[src/design/pfpa_pkg.sv]
// shared types, constants and the ring mean function of the particulate frame parser
package pfpa_pkg;

  // frame layout
  localparam logic [7:0] FRAME_HEADER = 8'd170;
  localparam int         FRAME_LENGTH = 10;
  localparam int         POS_W        = $clog2(FRAME_LENGTH);
  localparam logic [POS_W-1:0] POS_FIRST_PM  = POS_W'(2);
  localparam logic [POS_W-1:0] POS_PM25_HI   = POS_W'(3);
  localparam logic [POS_W-1:0] POS_PM10_LO   = POS_W'(4);
  localparam logic [POS_W-1:0] POS_PM10_HI   = POS_W'(5);
  localparam logic [POS_W-1:0] POS_LAST_DATA = POS_W'(7);
  localparam logic [POS_W-1:0] POS_CHECK     = POS_W'(8);
  localparam logic [POS_W-1:0] POS_LAST      = POS_W'(FRAME_LENGTH - 1);

  // ring of readings
  localparam int RING_DEPTH = 8;
  localparam int RING_IDX_W = (RING_DEPTH > 1) ? $clog2(RING_DEPTH) : 1;
  localparam int SUM_W      = 16 + RING_IDX_W;

  // mean by reciprocal multiply, exact for any sum below 2**SUM_W
  localparam int              DIV_L  = $clog2(RING_DEPTH);
  localparam int              DIV_S  = SUM_W + DIV_L;
  localparam int              DIV_MW = SUM_W + 1;
  localparam int              PROD_W = SUM_W + DIV_MW;
  localparam longint unsigned DIV_M  = (64'd1 << DIV_S) / RING_DEPTH + 1;

  // frame status codes
  localparam logic STATUS_GOOD    = 1'b0;
  localparam logic STATUS_BAD_SUM = 1'b1;

  // queue between front and back
  localparam int QUEUE_DEPTH = 2;
  localparam int QUEUE_IDX_W = 1;
  localparam int QUEUE_CNT_W = 2;

  // one parsed frame handed from front to back
  typedef struct packed {
    logic        good;
    logic [15:0] pm25;
    logic [15:0] pm10;
  } frame_t;

  // floor(sum / RING_DEPTH)
  function automatic logic [15:0] ring_mean(logic [SUM_W-1:0] sum);
    logic [PROD_W-1:0] prod;
    prod = PROD_W'(sum) * PROD_W'(DIV_M);
    return 16'(prod >> DIV_S);
  endfunction

endpackage

[src/design/pfpa_if.sv]
// channel interfaces: received byte words and result words

interface pfpa_rx_if;
  logic       valid;
  logic       ready;
  logic [7:0] rx_byte;

  modport source (output valid, output rx_byte, input ready);
  modport sink   (input valid, input rx_byte, output ready);
endinterface

interface pfpa_res_if;
  logic        valid;
  logic        ready;
  logic        frame_status;
  logic [15:0] pm25_tenths;
  logic [15:0] pm10_tenths;
  logic [15:0] pm25_average;
  logic [15:0] pm10_average;

  modport source (output valid, output frame_status, output pm25_tenths,
                  output pm10_tenths, output pm25_average, output pm10_average,
                  input ready);
  modport sink   (input valid, input frame_status, input pm25_tenths,
                  input pm10_tenths, input pm25_average, input pm10_average,
                  output ready);
endinterface

[src/design/pfpa_front.sv]
// front end: frame sync, byte collection and checksum
module pfpa_front (
  input  logic                 clk,
  input  logic                 rst_n,
  input  logic                 in_valid,
  output logic                 in_ready,
  input  logic [7:0]           in_byte,
  input  logic                 q_full,
  output logic                 q_push,
  output pfpa_pkg::frame_t     q_data
);

  logic [pfpa_pkg::POS_W-1:0] pos_r, pos_nxt;
  logic [7:0]                 chk_r, chk_nxt;
  logic                       good_r, good_nxt;
  logic [15:0]                pm25_r, pm25_nxt;
  logic [15:0]                pm10_r, pm10_nxt;
  logic                       accept;

  // stall only when the closing word finds the queue full
  assign in_ready = (pos_r != pfpa_pkg::POS_LAST) || !q_full;
  assign accept   = in_valid && in_ready;

  // position and field capture
  always_comb begin
    pos_nxt  = pos_r;
    chk_nxt  = chk_r;
    good_nxt = good_r;
    pm25_nxt = pm25_r;
    pm10_nxt = pm10_r;
    if (accept) begin
      priority if (pos_r == '0) begin
        if (in_byte == pfpa_pkg::FRAME_HEADER) pos_nxt = pfpa_pkg::POS_W'(1);
      end else if (pos_r == pfpa_pkg::POS_LAST) begin
        pos_nxt = '0;
      end else begin
        pos_nxt = pos_r + pfpa_pkg::POS_W'(1);
      end

      // running checksum over the data bytes
      if (pos_r == pfpa_pkg::POS_FIRST_PM) begin
        chk_nxt = in_byte;
      end else if (pos_r > pfpa_pkg::POS_FIRST_PM && pos_r <= pfpa_pkg::POS_LAST_DATA) begin
        chk_nxt = chk_r + in_byte;
      end

      if (pos_r == pfpa_pkg::POS_CHECK)    good_nxt       = (chk_r == in_byte);
      if (pos_r == pfpa_pkg::POS_FIRST_PM) pm25_nxt[7:0]  = in_byte;
      if (pos_r == pfpa_pkg::POS_PM25_HI)  pm25_nxt[15:8] = in_byte;
      if (pos_r == pfpa_pkg::POS_PM10_LO)  pm10_nxt[7:0]  = in_byte;
      if (pos_r == pfpa_pkg::POS_PM10_HI)  pm10_nxt[15:8] = in_byte;
    end
  end

  // hand the finished frame to the queue
  assign q_push       = accept && (pos_r == pfpa_pkg::POS_LAST);
  assign q_data.good  = good_r;
  assign q_data.pm25  = pm25_r;
  assign q_data.pm10  = pm10_r;

  always_ff @(posedge clk) begin
    if (!rst_n) begin
      pos_r <= '0;
    end else begin
      pos_r <= pos_nxt;
    end
  end

  always_ff @(posedge clk) begin
    chk_r  <= chk_nxt;
    good_r <= good_nxt;
    pm25_r <= pm25_nxt;
    pm10_r <= pm10_nxt;
  end

endmodule

[src/design/pfpa_queue.sv]
// two-entry queue of parsed frames between front and back
module pfpa_queue (
  input  logic             clk,
  input  logic             rst_n,
  input  logic             push,
  input  pfpa_pkg::frame_t push_data,
  input  logic             pop,
  output pfpa_pkg::frame_t pop_data,
  output logic             full,
  output logic             not_empty
);

  pfpa_pkg::frame_t                 slot_r [pfpa_pkg::QUEUE_DEPTH];
  logic [pfpa_pkg::QUEUE_IDX_W-1:0] wr_r, rd_r;
  logic [pfpa_pkg::QUEUE_CNT_W-1:0] cnt_r;

  assign full      = (cnt_r == pfpa_pkg::QUEUE_CNT_W'(pfpa_pkg::QUEUE_DEPTH));
  assign not_empty = (cnt_r != '0);
  assign pop_data  = slot_r[rd_r];

  // pointers and fill count
  always_ff @(posedge clk) begin
    if (!rst_n) begin
      wr_r  <= '0;
      rd_r  <= '0;
      cnt_r <= '0;
    end else begin
      if (push) wr_r <= wr_r + pfpa_pkg::QUEUE_IDX_W'(1);
      if (pop)  rd_r <= rd_r + pfpa_pkg::QUEUE_IDX_W'(1);
      unique case ({push, pop})
        2'b10:   cnt_r <= cnt_r + pfpa_pkg::QUEUE_CNT_W'(1);
        2'b01:   cnt_r <= cnt_r - pfpa_pkg::QUEUE_CNT_W'(1);
        default: cnt_r <= cnt_r;
      endcase
    end
  end

  // entry storage
  always_ff @(posedge clk) begin
    if (push) slot_r[wr_r] <= push_data;
  end

endmodule

[src/design/pfpa_back.sv]
// back end: ring update, running sums and result register
module pfpa_back (
  input  logic             clk,
  input  logic             rst_n,
  input  logic             q_not_empty,
  input  pfpa_pkg::frame_t q_data,
  output logic             q_pop,
  output logic             out_valid,
  input  logic             out_ready,
  output logic             out_status,
  output logic [15:0]      out_pm25,
  output logic [15:0]      out_pm10,
  output logic [15:0]      out_avg25,
  output logic [15:0]      out_avg10
);

  logic [15:0]                     ring25_r [pfpa_pkg::RING_DEPTH];
  logic [15:0]                     ring10_r [pfpa_pkg::RING_DEPTH];
  logic [pfpa_pkg::RING_IDX_W-1:0] ptr_r, ptr_nxt;
  logic [pfpa_pkg::SUM_W-1:0]      sum25_r, sum25_nxt;
  logic [pfpa_pkg::SUM_W-1:0]      sum10_r, sum10_nxt;
  logic                            valid_r;
  logic                            status_r;
  logic [15:0]                     pm25_r, pm10_r;
  logic                            update;

  // take a frame whenever the result register is free or being drained
  assign q_pop  = q_not_empty && (!valid_r || out_ready);
  assign update = q_pop && q_data.good;

  // running sums swap the oldest entry for the new reading
  always_comb begin
    sum25_nxt = sum25_r - pfpa_pkg::SUM_W'(ring25_r[ptr_r]) + pfpa_pkg::SUM_W'(q_data.pm25);
    sum10_nxt = sum10_r - pfpa_pkg::SUM_W'(ring10_r[ptr_r]) + pfpa_pkg::SUM_W'(q_data.pm10);
    ptr_nxt   = (ptr_r == pfpa_pkg::RING_IDX_W'(pfpa_pkg::RING_DEPTH - 1)) ?
                '0 : ptr_r + pfpa_pkg::RING_IDX_W'(1);
  end

  // ring state, cleared at reset
  always_ff @(posedge clk) begin
    if (!rst_n) begin
      for (int i = 0; i < pfpa_pkg::RING_DEPTH; i++) begin
        ring25_r[i] <= '0;
        ring10_r[i] <= '0;
      end
      ptr_r   <= '0;
      sum25_r <= '0;
      sum10_r <= '0;
    end else if (update) begin
      ring25_r[ptr_r] <= q_data.pm25;
      ring10_r[ptr_r] <= q_data.pm10;
      ptr_r           <= ptr_nxt;
      sum25_r         <= sum25_nxt;
      sum10_r         <= sum10_nxt;
    end
  end

  // result word valid flag
  always_ff @(posedge clk) begin
    if (!rst_n) begin
      valid_r <= 1'b0;
    end else if (q_pop) begin
      valid_r <= 1'b1;
    end else if (out_ready) begin
      valid_r <= 1'b0;
    end
  end

  // result payload, readings zeroed on a bad checksum
  always_ff @(posedge clk) begin
    if (q_pop) begin
      status_r <= q_data.good ? pfpa_pkg::STATUS_GOOD : pfpa_pkg::STATUS_BAD_SUM;
      pm25_r   <= q_data.good ? q_data.pm25 : 16'd0;
      pm10_r   <= q_data.good ? q_data.pm10 : 16'd0;
    end
  end

  // sums change only together with the result register, so the means track it
  assign out_valid  = valid_r;
  assign out_status = status_r;
  assign out_pm25   = pm25_r;
  assign out_pm10   = pm10_r;
  assign out_avg25  = pfpa_pkg::ring_mean(sum25_r);
  assign out_avg10  = pfpa_pkg::ring_mean(sum10_r);

endmodule

[src/design/particulate_frame_parser_avg.sv]
// Particulate sensor frame parser: takes one received serial byte per word, syncs on the
// 170 header, collects 10-byte frames and checks the wrapping sum of bytes 2..7 against
// byte 8. Each finished frame gives one result word: PM2.5 and PM10 in tenths with the
// truncated means of 8-entry rings (cleared at reset), or a checksum error with zero
// readings and unchanged means. One byte is accepted every cycle; in_ch.ready drops only
// on the tenth byte of a frame while the two-frame queue to the back end is full, which
// takes a stalled result port. The tenth byte puts the frame into the queue, from which
// the back end loads the result register. There is no clearing pass after reset.
module particulate_frame_parser_avg (
  input  logic       clk,
  input  logic       rst_n,
  pfpa_rx_if.sink    in_ch,
  pfpa_res_if.source out_ch
);

  pfpa_pkg::frame_t push_data;
  pfpa_pkg::frame_t pop_data;
  logic             push;
  logic             pop;
  logic             q_full;
  logic             q_not_empty;

  // frame sync and checksum
  pfpa_front u_front (
    .clk      (clk),
    .rst_n    (rst_n),
    .in_valid (in_ch.valid),
    .in_ready (in_ch.ready),
    .in_byte  (in_ch.rx_byte),
    .q_full   (q_full),
    .q_push   (push),
    .q_data   (push_data)
  );

  // decoupling queue
  pfpa_queue u_queue (
    .clk       (clk),
    .rst_n     (rst_n),
    .push      (push),
    .push_data (push_data),
    .pop       (pop),
    .pop_data  (pop_data),
    .full      (q_full),
    .not_empty (q_not_empty)
  );

  // ring averaging and result register
  pfpa_back u_back (
    .clk         (clk),
    .rst_n       (rst_n),
    .q_not_empty (q_not_empty),
    .q_data      (pop_data),
    .q_pop       (pop),
    .out_valid   (out_ch.valid),
    .out_ready   (out_ch.ready),
    .out_status  (out_ch.frame_status),
    .out_pm25    (out_ch.pm25_tenths),
    .out_pm10    (out_ch.pm10_tenths),
    .out_avg25   (out_ch.pm25_average),
    .out_avg10   (out_ch.pm10_average)
  );

endmodule

[src/flat_wrapper.sv]
// flat-port wrapper written by rule: the top's interface ports become plain ports
module particulate_frame_parser_avg_flat 
  (clk, rst_n, in_ch_valid, in_ch_rx_byte, in_ch_ready, out_ch_valid, out_ch_frame_status, out_ch_pm25_tenths, out_ch_pm10_tenths, out_ch_pm25_average, out_ch_pm10_average, out_ch_ready);
  pfpa_rx_if in_ch_i ();
  pfpa_res_if out_ch_i ();
  input  logic clk;
  input  logic rst_n;
  input wire logic [$bits(in_ch_i.valid)-1:0] in_ch_valid;
  input wire logic [$bits(in_ch_i.rx_byte)-1:0] in_ch_rx_byte;
  output wire logic [$bits(in_ch_i.ready)-1:0] in_ch_ready;
  output wire logic [$bits(out_ch_i.valid)-1:0] out_ch_valid;
  output wire logic [$bits(out_ch_i.frame_status)-1:0] out_ch_frame_status;
  output wire logic [$bits(out_ch_i.pm25_tenths)-1:0] out_ch_pm25_tenths;
  output wire logic [$bits(out_ch_i.pm10_tenths)-1:0] out_ch_pm10_tenths;
  output wire logic [$bits(out_ch_i.pm25_average)-1:0] out_ch_pm25_average;
  output wire logic [$bits(out_ch_i.pm10_average)-1:0] out_ch_pm10_average;
  input wire logic [$bits(out_ch_i.ready)-1:0] out_ch_ready;
  assign in_ch_i.valid = in_ch_valid;
  assign in_ch_i.rx_byte = in_ch_rx_byte;
  assign in_ch_ready = in_ch_i.ready;
  assign out_ch_valid = out_ch_i.valid;
  assign out_ch_frame_status = out_ch_i.frame_status;
  assign out_ch_pm25_tenths = out_ch_i.pm25_tenths;
  assign out_ch_pm10_tenths = out_ch_i.pm10_tenths;
  assign out_ch_pm25_average = out_ch_i.pm25_average;
  assign out_ch_pm10_average = out_ch_i.pm10_average;
  assign out_ch_i.ready = out_ch_ready;
  particulate_frame_parser_avg u_core (.clk(clk), .rst_n(rst_n), .in_ch(in_ch_i), .out_ch(out_ch_i));
endmodule
[config.mk]
export PLATFORM = sky130hd
export DESIGN_NAME = particulate_frame_parser_avg_flat
export DESIGN_NICKNAME = d
export VERILOG_FILES = /design/src/design/pfpa_pkg.sv /design/src/design/pfpa_if.sv /design/src/design/pfpa_front.sv /design/src/design/pfpa_queue.sv /design/src/design/pfpa_back.sv /design/src/design/particulate_frame_parser_avg.sv /design/src/flat_wrapper.sv
export SDC_FILE = /design/constraint.sdc
export NUM_CORES = 1
export LEC_CHECK = 0
export CAP_MARGIN = 20
export CORE_ASPECT_RATIO = 1.4
export CORE_MARGIN = 8
export CORE_UTILIZATION = 60
export CTS_CLUSTER_DIAMETER = 100
export CTS_CLUSTER_SIZE = 10
export DETAILED_ROUTE_END_ITERATION = 12
export DONT_BUFFER_PORTS = 1
export GPL_ROUTABILITY_DRIVEN = 0
export GPL_TIMING_DRIVEN = 0
export HOLD_SLACK_MARGIN = 0.06
export PLACE_DENSITY = 0.76
export REMOVE_ABC_BUFFERS = 1
export SLEW_MARGIN = 20
export SYNTH_ARGS = -nofsm -noshare
export SYNTH_HDL_FRONTEND = slang
export SYNTH_HIERARCHICAL = 1
export SYNTH_SLANG_ARGS = --single-unit
[constraint.sdc]
create_clock -name clk -period 13.2 [get_ports clk]
set_input_delay 1.98 -clock clk [delete_from_list [all_inputs] [get_ports clk]]
set_output_delay 1.98 -clock clk [all_outputs]
set_load 0.1 [all_outputs]
==> results.md, run 1 <==
* Setup TNS at 0 ns
* Clock tree root buffer cell: clkbuf_16
* Pin count of the biggest net entering global routing at 69
* Number of buffers created by CTS at 50
* GRT Residual Overflow at 0
* 1st-pass router iterations at 6
* Sequential area share after synthesis at 0.588
* Maximum VDD drop at between 100 and 150 uV
* Number of inserted diodes at 0
* CP Launch Type: input port
* # Max-Cap Violations at 0
* Class of the most critical hold timing path: register to register
* Post-CTS setup repair buffer count at 0
* Largest delay share family, worst path: simple AND/OR/NAND/NOR gates
* Area grow syn2layout at 10.0%
* Standard-cell rows at 83
* Vias in the first global route at between 10k and 15k
* Total half-perimeter wirelength after legalization and detailed placement at 34600 um
* Routed WL at roughly 53000 um
* Cells along the critical path: nand2b_1, and3_2, buf_12, nand2_4, buf_16, nor4_2, buf_4, nand2b_2, buf_12
* Arr. time, crit path at 5.25 ns
* Fraction of layout cells with a size suffix above 1 at 0.161
* Dominant synthesized flop cell: edfxtp_1
* Core Area at about 36000 sq um
* Vert. Die Dim at 243 um
* Remaining routing DRC violations at 0
* Setup violation total in the final timing report at 0
* Post-synthesis register bit count at 450
* Worst Path Class, Setup: input port to register
* Hold slack final at approximately 0.44 ns
* Most frequent cells in the layout: edfxtp_1 (396), nor4_1 (117), inv_1 (112)
* First-pass GRT wire length at about 80000 um
* Cell area after synthesis at around 22000 sq um
* H-tree Lvls at 2
* Actual slew at the worst max-slew pin at around 1.1 ns
* Most common cell after layout, fill and taps aside: edfxtp_1
* Post-Synthesis Cells at about 1.7k
* Worst reg-to-reg setup slack at between 8 and 9 ns
* Count of pins over their slew limit at 0
* Final layout net count at approximately 1.7k
* Horizontal extent of the die at around 180 um
* Number of filler instances in the final layout at 2470
* Buffers from clock root to sink, at most at 3
* Status: complete, no violations
* Most frequent cell on the critical path: buf_12
* Kind of end point of the critical path: register
* CTS Hold Bufs at 0
* Synth cell types at ~80
* Initial antenna violation count at 1
* Routed vias at roughly 14k
* DRC violation total after the first TritonRoute iteration at 1361
* Total power at roughly 3 mW
* Final min period at roughly 5 ns
* Area leader, netlist: edfxtp_1
* CTS clk-pin slew, worst paths at approximately 0.050 ns
* Maximum clock frequency at roughly 200 MHz
* Number of vias per cell after detailed routing at between 6 and 7
* Post-detailed-route count of antenna-violating nets at 0
* Tot GR Track Use at 0.245
* Cell types occupying the most area after synthesis: edfxtp_1 (54%), mux4_2 (6.5%), dfxtp_1 (4.9%)
* Count of endpoints failing hold in the final timing report at 0
* Placed instance count at ~2k
* Critical-path maximum fanout at 68
* Mean cell area of the mapped netlist at 13.1 sq um
* Clock sinks at 450
* Number of enable flip-flop cells after synthesis at about 400
* Setup ws final at between 8 and 9 ns
* Per-cell routed wire length at between 20 and 25 um
* Rel. slew slack at 0.250
* Unrepaired setup endpoints after global routing: false
* Leak pwr at about 8.1 nW
* Ratio of total power to cell area at 122 nW/um^2
* Maximum clock skew at final layout at between 0.015 and 0.02 ns
* Number of warnings reported in the yosys synthesis log at 6
* Required time of the critical path at 13.46 ns
* Buffers & Inverters on Critical Path at 4
* Worst slack at placement at roughly 8 ns
* Final worst-path cycle share at 0.378
* Async set-or-reset flop fraction in the synthesized netlist at 0
* Die footprint at between 40000 and 50000 sq um
* Buffers on Ports at 0
* Clock latency on the worst-skew pair at between 0.5 and 0.6 ns
* Top cell type's share of synthesized area at 0.539
* Starting density of the core at 0.605
* Cell Count, Final, Fillers Out at 2134
* CTS tree: built
* Num ports at 79
* Cts repair resizes at 0
* Critical-path cell with the highest stage delay: nor4_2
* Max incr delay on CP at 0.63 ns
-- logic make-up (layout without fill, tap and decap cells) --
logic type / Yosys count / count (layout) / share of synthesized area
simple gates: 531 / 531 / 0.132
buf+inv: 293 / 271 / 0.0570
xor+xnor: 21 / 21 / 0.00834
compound gates: 177 / 177 / 0.0554
fa+ha+maj: 81 / 81 / 0.0572
flops: 450 / 450 / 0.588
mux: 136 / 136 / 0.102
-- per-stage QoR --
stage | utilization | area (sq um)
2_1_floorplan | - | 21300
3_3_place_gp | 0.601 | 21900
3_5_place_dp | 0.626 | 22800
4_1_cts | 0.666 | 24300
5_1_grt | 0.666 | 24300
6_report | 0.666 | 24300
-- cells in the mapped netlist (all sizes together), types with 10 or more instances --
library cell / count
nor2: 63
nor3: 104
nor4: 118
nand4: 14
nand3: 37
o211ai: 10
ha: 48
mux4: 64
a21oi: 49
nand2b: 15
a21o: 16
buf: 56
mux2: 66
o21ai: 31
nand2: 58
and2: 73
xnor2: 12
inv: 113
edfxtp: 396
clkinv: 29
clkbuf: 95
fa: 33
dfxtp: 54
-- final timing paths --
check | from | endpoint | cells after the start
setup reg to reg | register | u_core/u_back/sum25_r[18] | 14
hold reg to reg | u_core/u_front/pm25_r[5] | u_core/u_queue/slot_r[1][21] | 0
setup / recovery | out_ch_ready | u_core/u_back/ring25_r[0][10] | 9
hold / removal | u_core/u_front/pm25_r[5] | u_core/u_queue/slot_r[1][21] | 0
-- registers in the layout (all words and copies together) (netlist names), 4 cells and up, named ones only --
signal and flops:
u_core/u_back/ring10_r 128, u_core/u_back/sum25_r 19, u_core/u_front/chk_r 8, u_core/u_front/pm25_r 16, u_core/u_back/sum10_r 19, u_core/u_back/out_pm10 16
u_core/u_queue/slot_r 66, u_core/u_back/ring25_r 128, u_core/u_front/pos_r 4, u_core/u_back/out_pm25 16, u_core/u_front/pm10_r 16
-- where the power goes --
part | internal (mW) | total (mW) | switching [mW] | leakage (nW)
registers | 1.58 | 1.59 | 0.0107 | 4.16
clock network | 0.725 | 1.26 | 0.531 | 0.691
logic | 0.0454 | 0.108 | 0.0630 | 3.23
total | 2.35 | 2.95 | 0.604 | 8.08
-- final cells by class --
cell class	instances	area (sq um)	share of cell area
Clock buffer	92	1430	0.0589
Inverter	142	534	0.0220
Timing Repair Buffer	35	733	0.0302
Multi-Input combinational cell	946	7970	0.328
Clock inverter	2	32.5	0.00134
Tap cell	467	584	0.0241
Sequential cell	450	13000	0.535
-- layer usage --
layer,wire length (um),share of wire,track usage
met2,27600,0.52,0.435
met3,4290,0.081,0.0463
met1,18800,0.36,0.278
met5,0,0,0
met4,2250,0.042,0.112
Power figures use the tool's default switching activity.
==> run 2, diff against run 1 <==
- ABC_AREA: unset -> 1
- clock period: 13.2 -> 4.8 ns (I/O delays scaled with it)
==> results.md, run 2 <==
* Count of endpoints failing hold in the final timing report at 0
* Number of warnings reported in the yosys synthesis log at 6
* Clock tree root buffer cell: clkbuf_16
* Post-Synthesis Cells at approximately 2.2k
* Top cell type's share of synthesized area at 0.536
* Hold slack final at 0.248 ns
* Number of buffers created by CTS at 50
* First-pass GRT wire length at between 80000 and 90000 um
* Synth cell types at 42
* Setup TNS at 0 ns
* Count of pins over their slew limit at 0
* Horizontal extent of the die at roughly 180 um
* 1st-pass router iterations at 6
* Post-layout instance area at 23800 sq um
* GRT Residual Overflow at 0
* Maximum VDD drop at between 500 and 600 uV
* Total half-perimeter wirelength after legalization and detailed placement at ~34000 um
* Initial antenna violation count at 0
* Unrepaired setup endpoints after global routing: false
* Status: complete, no violations
* Post-detailed-route count of antenna-violating nets at 0
* Actual slew at the worst max-slew pin at between 1 and 1.5 ns
* Class of the most critical hold timing path: input port to register
* # Max-Cap Violations at 0
* Standard-cell rows at slightly above 80
* Remaining routing DRC violations at 0
* Buffers from clock root to sink, at most at 3
* Maximum clock skew at final layout at around 0.015 ns
* Number of filler instances in the final layout at between 2k and 3k
* Number of inserted diodes at 0
* Post-synthesis register bit count at between 400 and 500
* Fraction of layout cells with a size suffix above 1 at 0.0707
* Sequential area share after synthesis at 0.584
* Num ports at 79
* Ratio of total power to cell area at ~740 nW/um^2
* Switching share of total power at 0.468
* Cell area after synthesis at ~22000 sq um
* Number of enable flip-flop cells after synthesis at roughly 400
* CP Launch Type: register
* Critical-path maximum fanout at 33
* Arr. time, crit path at between 4 and 5 ns
* Post-CTS setup repair buffer count at 0
* Dominant synthesized flop cell: edfxtp_1
* Die footprint at between 40000 and 50000 sq um
* Final min period at between 4 and 5 ns
* Mean cell area of the mapped netlist at roughly 10 sq um
* Switching Power at between 8 and 9 mW
* Registers with the most flip-flops: u_core/u_back/ring10_r (128), u_core/u_back/ring25_r (128), u_core/u_queue/slot_r (66)
* Clock sinks at 450
* Routed WL at around 55000 um
* Vert. Die Dim at between 200 and 250 um
* CTS clk-pin slew, worst paths at ~0.06 ns
* Async set-or-reset flop fraction in the synthesized netlist at 0
* Clock network power share at 0.194
* Per-cell routed wire length at about 21 um
* Starting density of the core at 0.607
* Cell types occupying the most area after synthesis: edfxtp_1 (54%), nor2_1 (9.3%), dfxtp_1 (4.9%)
* Multi-input logic area at about 7400 sq um
* Placed instance count at around 2.6k
* CTS tree: built
* Routed vias at 15.5k
* Most frequent cells in the layout: nor2_1 (547), edfxtp_1 (396), nand2_1 (247)
* Final layout net count at roughly 2.2k
* Most common cell in the netlist: nor2_1
* Final worst-path cycle share at 0.972
* Setup violation total in the final timing report at 0
* Cell Count, Final, Fillers Out at ~2.7k
* Instance area after placement at ~22000 sq um
* Comb power frac at 0.433
* Top cells by count, synth: nor2_1 (548), edfxtp_1 (396), nand2_1 (255), inv_1 (238), o21ai_0 (191)
* Buffers on Ports at 0
* Worst Path Class, Setup: register to register
* Clock latency on the worst-skew pair at between 0.5 and 0.6 ns
* Seq pwr share at 0.374
* Leak pwr at 10.0 nW
* Tot GR Track Use at 0.251
* Kind of end point of the critical path: register
* Register cell area after layout at roughly 13000 sq um
* Maximum clock frequency at between 200 and 250 MHz
* Most common cell after layout, fill and taps aside: nor2_1
* Vias in the first global route at 15.5k
* Area grow syn2layout at 7.15%
* Core Area at 36600 sq um
* Required time of the critical path at ~5 ns
* Cell internal power dissipation at around 9.4 mW
* DRC violation total after the first TritonRoute iteration at between 1k and 1.5k
* Rel. slew slack at 0.251
* H-tree Lvls at 2
* Number of vias per cell after detailed routing at between 5 and 6
* Area leader, netlist: edfxtp_1
* Pin count of the biggest net entering global routing at roughly 70
==> run 2: cell type report <==
cell class | instances | area share
clock buffer | 91 | 0.0591
sequential | 450 | 0.546
multi-input combinational | 1357 | 0.309
tap | 467 | 0.0246
inverter | 277 | 0.0443
clock inverter | 2 | 0.00153
timing repair buffer | 16 | 0.0154
==> run 2: kinds of logic (layout without fill, tap and decap cells) <==
family	Yosys count	after routing	share of synthesized area
xor+xnor	21	21	0.00829
simple gates	907	907	0.166
fa+ha+maj	81	81	0.0568
flops	450	450	0.584
compound gates	315	315	0.0759
mux	33	33	0.0218
buf+inv	402	386	0.0865
==> run 2: worst paths after layout <==
| path | startpoint | end | slack, ns | cells past startpoint |
|---|---|---|---|---|
| worst max-delay path | register | u_core/u_back/ring10_r[2][12] | 0.14 | 9 |
| worst min-delay path | in_ch_rx_byte[0] | u_core/u_front/pm25_r[8] | 0.25 | 0 |
| worst max register to register | register | u_core/u_back/ring10_r[2][12] | 0.14 | 9 |
| worst min register to register | u_core/u_front/pm10_r[7] | u_core/u_queue/slot_r[1][7] | 0.44 | 0 |
==> run 2: critical path: stages, from the launching register on <==
cell	delay, ns
dfxtp_2	0.54
buf_12	0.26
mux2_4	0.47
inv_2	0.13
nor2_8	0.53
nand2_4	0.44
nor2_8	0.25
nand2_2	0.60
nand2_2	0.77
buf_12	0.27
==> run 2: timing repair <==
item,in CTS,in global routing
hold buffers,0,0
gates resized for setup,0,2
endpoints found under the setup margin,0,28
hold endpoints to repair,0,0
==> run 2: metrics by stage <==
step | util | worst slack, ns | power (mW)
floorplan | - | -1.14 | 12.2
global placement | 0.599 | -4.50 | 13.9
detailed placement | 0.611 | 0.108 | 14.1
CTS | 0.650 | 0.0994 | 17.6
global route | 0.651 | 0.0290 | 18.9
finish | 0.651 | 0.135 | 17.6
==> run 2: metal layers <==
layer | up-vias | wire [um] | track usage
met5 | - | 0 | 0
met4 | 0 | 1900 | 0.0953
li1 | 7155 | - | -
met1 | 7448 | 19500 | 0.299
met3 | 155 | 4940 | 0.0412
met2 | 778 | 28200 | 0.446
==> run 2: power by group through the flow <==
stage               clock network (mW)  logic [mW]  registers, mW
floorplan                            0        5.61           6.60
global placement                     0        7.05           6.80
detailed placement                   0        7.43           6.67
CTS                               3.47        7.51           6.60
global route                      3.63        8.64           6.64
finish                            3.42        7.64           6.59
==> run 3, diff against run 2 <==
--- a/config.mk
+++ b/config.mk
@@ -15,5 +15,4 @@
 export DETAILED_ROUTE_END_ITERATION = 12
 export DONT_BUFFER_PORTS = 1
-export GPL_ROUTABILITY_DRIVEN = 0
 export GPL_TIMING_DRIVEN = 0
 export HOLD_SLACK_MARGIN = 0.06
@@ -25,2 +24,3 @@
 export SYNTH_HIERARCHICAL = 1
 export SYNTH_SLANG_ARGS = --single-unit
+export TNS_END_PERCENT = 100
==> constraint.sdc (replaced) <==
create_clock -name clk -period 4.8 [get_ports clk]
set_input_delay 0.96 -clock clk [delete_from_list [all_inputs] [get_ports clk]]
set_output_delay 0.96 -clock clk [all_outputs]
set_load 0.1 [all_outputs]
==> results.md, run 3 (synthesis gave the netlist of run 2 again) <==
* Fraction of layout cells with a size suffix above 1 at 0.0720
* Total half-perimeter wirelength after legalization and detailed placement at between 30000 and 40000 um
* DRC violation total after the first TritonRoute iteration at ~1.4k
* Unrepaired setup endpoints after global routing: false
* Worst Path Class, Setup: register to register
* GRT Residual Overflow at 0
* Class of the most critical hold timing path: register to register
* Post-CTS setup repair buffer count at 0
* Arr. time, crit path at around 4.9 ns
* Multi-input logic area at approximately 7400 sq um
* Final layout net count at roughly 2.2k
* Registers with the most flip-flops: u_core/u_back/ring10_r (128), u_core/u_back/ring25_r (128), u_core/u_queue/slot_r (66)
* Per-cell routed wire length at roughly 20 um
* Actual slew at the worst max-slew pin at between 1 and 1.5 ns
* Maximum clock skew at final layout at about 0.022 ns
* Register cell area after layout at 13000 sq um
* Startpoint of the most critical hold path: u_core/u_front/pm25_r[5]
* Post-detailed-route count of antenna-violating nets at 0
* Core Area at between 30000 and 40000 sq um
* Critical-path maximum fanout at 33
* Count of pins over their slew limit at 0
* Standard-cell rows at a little over 80
* Vias in the first global route at 15.3k
* Starting density of the core at 0.607
* Setup TNS at 0 ns
* Buffers from clock root to sink, at most at 3
* Post-layout instance area at 23800 sq um
* Tot GR Track Use at 0.247
* CP Launch Type: register
* Maximum VDD drop at 697 uV
* Cell internal power dissipation at roughly 9.4 mW
* Status: complete, no violations
* Ratio of total power to cell area at 745 nW/um^2
* Remaining routing DRC violations at 0
* Clock tree root buffer cell: clkbuf_16
* Number of filler instances in the final layout at 2720
* Worst slack at placement at 0.0187 ns
* Routed vias at ~15k
* 1st-pass router iterations at 5
* Clock latency on the worst-skew pair at slightly below 0.6 ns
* Final min period at roughly 4.7 ns
* Setup ws final at 0.126 ns
* Routed WL at about 54000 um
* Cts repair resizes at 0
* Comb power frac at 0.437
* Maximum clock frequency at 214 MHz
* Gp weighted congestion at roughly 0.92
* Most common cell after layout, fill and taps aside: nor2_1
* First-pass GRT wire length at between 80000 and 90000 um
* Rel. slew slack at 0.271
* Horizontal extent of the die at roughly 180 um
* Final worst-path cycle share at 0.974
* Count of endpoints failing hold in the final timing report at 0
* Pin count of the biggest net entering global routing at 83
* Required time of the critical path at slightly above 5 ns
* Most frequent cells in the layout: nor2_1 (547), edfxtp_1 (396), nand2_1 (247)
* Number of inserted diodes at 0
* Number of buffers created by CTS at 50
* Seq pwr share at 0.369
* CTS Hold Bufs at 0
* Number of vias per cell after detailed routing at approximately 5.8
* Setup violation total in the final timing report at 0
* Leak pwr at 10.1 nW
* # Max-Cap Violations at 0
* Vert. Die Dim at 244 um
* Switching share of total power at 0.470
* CTS tree: built
* Die footprint at 43500 sq um
* Placed instance count at approximately 2.6k
* Total power at between 15 and 20 mW
* Cell Count, Final, Fillers Out at 2660
* Area grow syn2layout at 7.36%
* Clock sinks at 450
* Buffers on Ports at 0
* Clock network power share at 0.194
* Initial antenna violation count at 0
* CTS clk-pin slew, worst paths at approximately 0.060 ns
* Kind of end point of the critical path: register
* H-tree Lvls at 2
* Instance area after placement at around 22000 sq um
* Num ports at slightly below 80
* Switching Power at between 8 and 9 mW
[run 3: path summary, 6_finish.rpt]
kind | end | slack [ns] | depth (start not counted)
setup / recovery | u_core/u_back/ring10_r[6][9] | 0.13 | 9
hold / removal | u_core/u_queue/slot_r[1][21] | 0.44 | 0
setup reg to reg | u_core/u_back/ring10_r[6][9] | 0.13 | 9
hold reg to reg | u_core/u_queue/slot_r[1][21] | 0.44 | 0
[run 3: power groups by stage]
stage	Clock (mW)	Sequential, mW	Combinational, mW
2_1_floorplan	0	6.60	5.61
3_3_place_gp	0	6.79	7.21
3_5_place_dp	0	6.64	7.57
4_1_cts	3.50	6.57	7.67
5_1_grt	3.65	6.61	8.67
6_report	3.45	6.55	7.75
[run 3: routing by layer]
layer | GRT usage | wire [um] | vias to the layer above
li1 | - | - | 7159
met1 | 0.281 | 19300 | 7403
met2 | 0.436 | 27800 | 749
met3 | 0.0443 | 4680 | 177
met4 | 0.125 | 2650 | 0
met5 | 0 | 0 | -
[run 3: area by class of cell]
type | instances | area share
flip-flops and latches | 450 | 0.545
clock inverters | 3 | 0.00247
multi-input cells | 1357 | 0.309
repair buffers | 17 | 0.0168
clock buffers | 89 | 0.0587
well taps | 467 | 0.0245
inverters | 277 | 0.0441
[run 3: metrics by stage]
stage	hold slack (ns)	util
floorplan	0.421	-
global placement	0.421	0.599
detailed placement	0.429	0.612
CTS	0.435	0.651
global route	0.442	0.652
finish	0.439	0.652
[run 3: critical path: stages (launching register included)]
cell,delay (ns)
dfxtp_2,0.54
buf_12,0.26
mux2_4,0.47
inv_2,0.13
nor2_8,0.57
nand2_4,0.47
nor2_8,0.26
nand2_2,0.57
nand2_2,0.75
buf_16,0.25
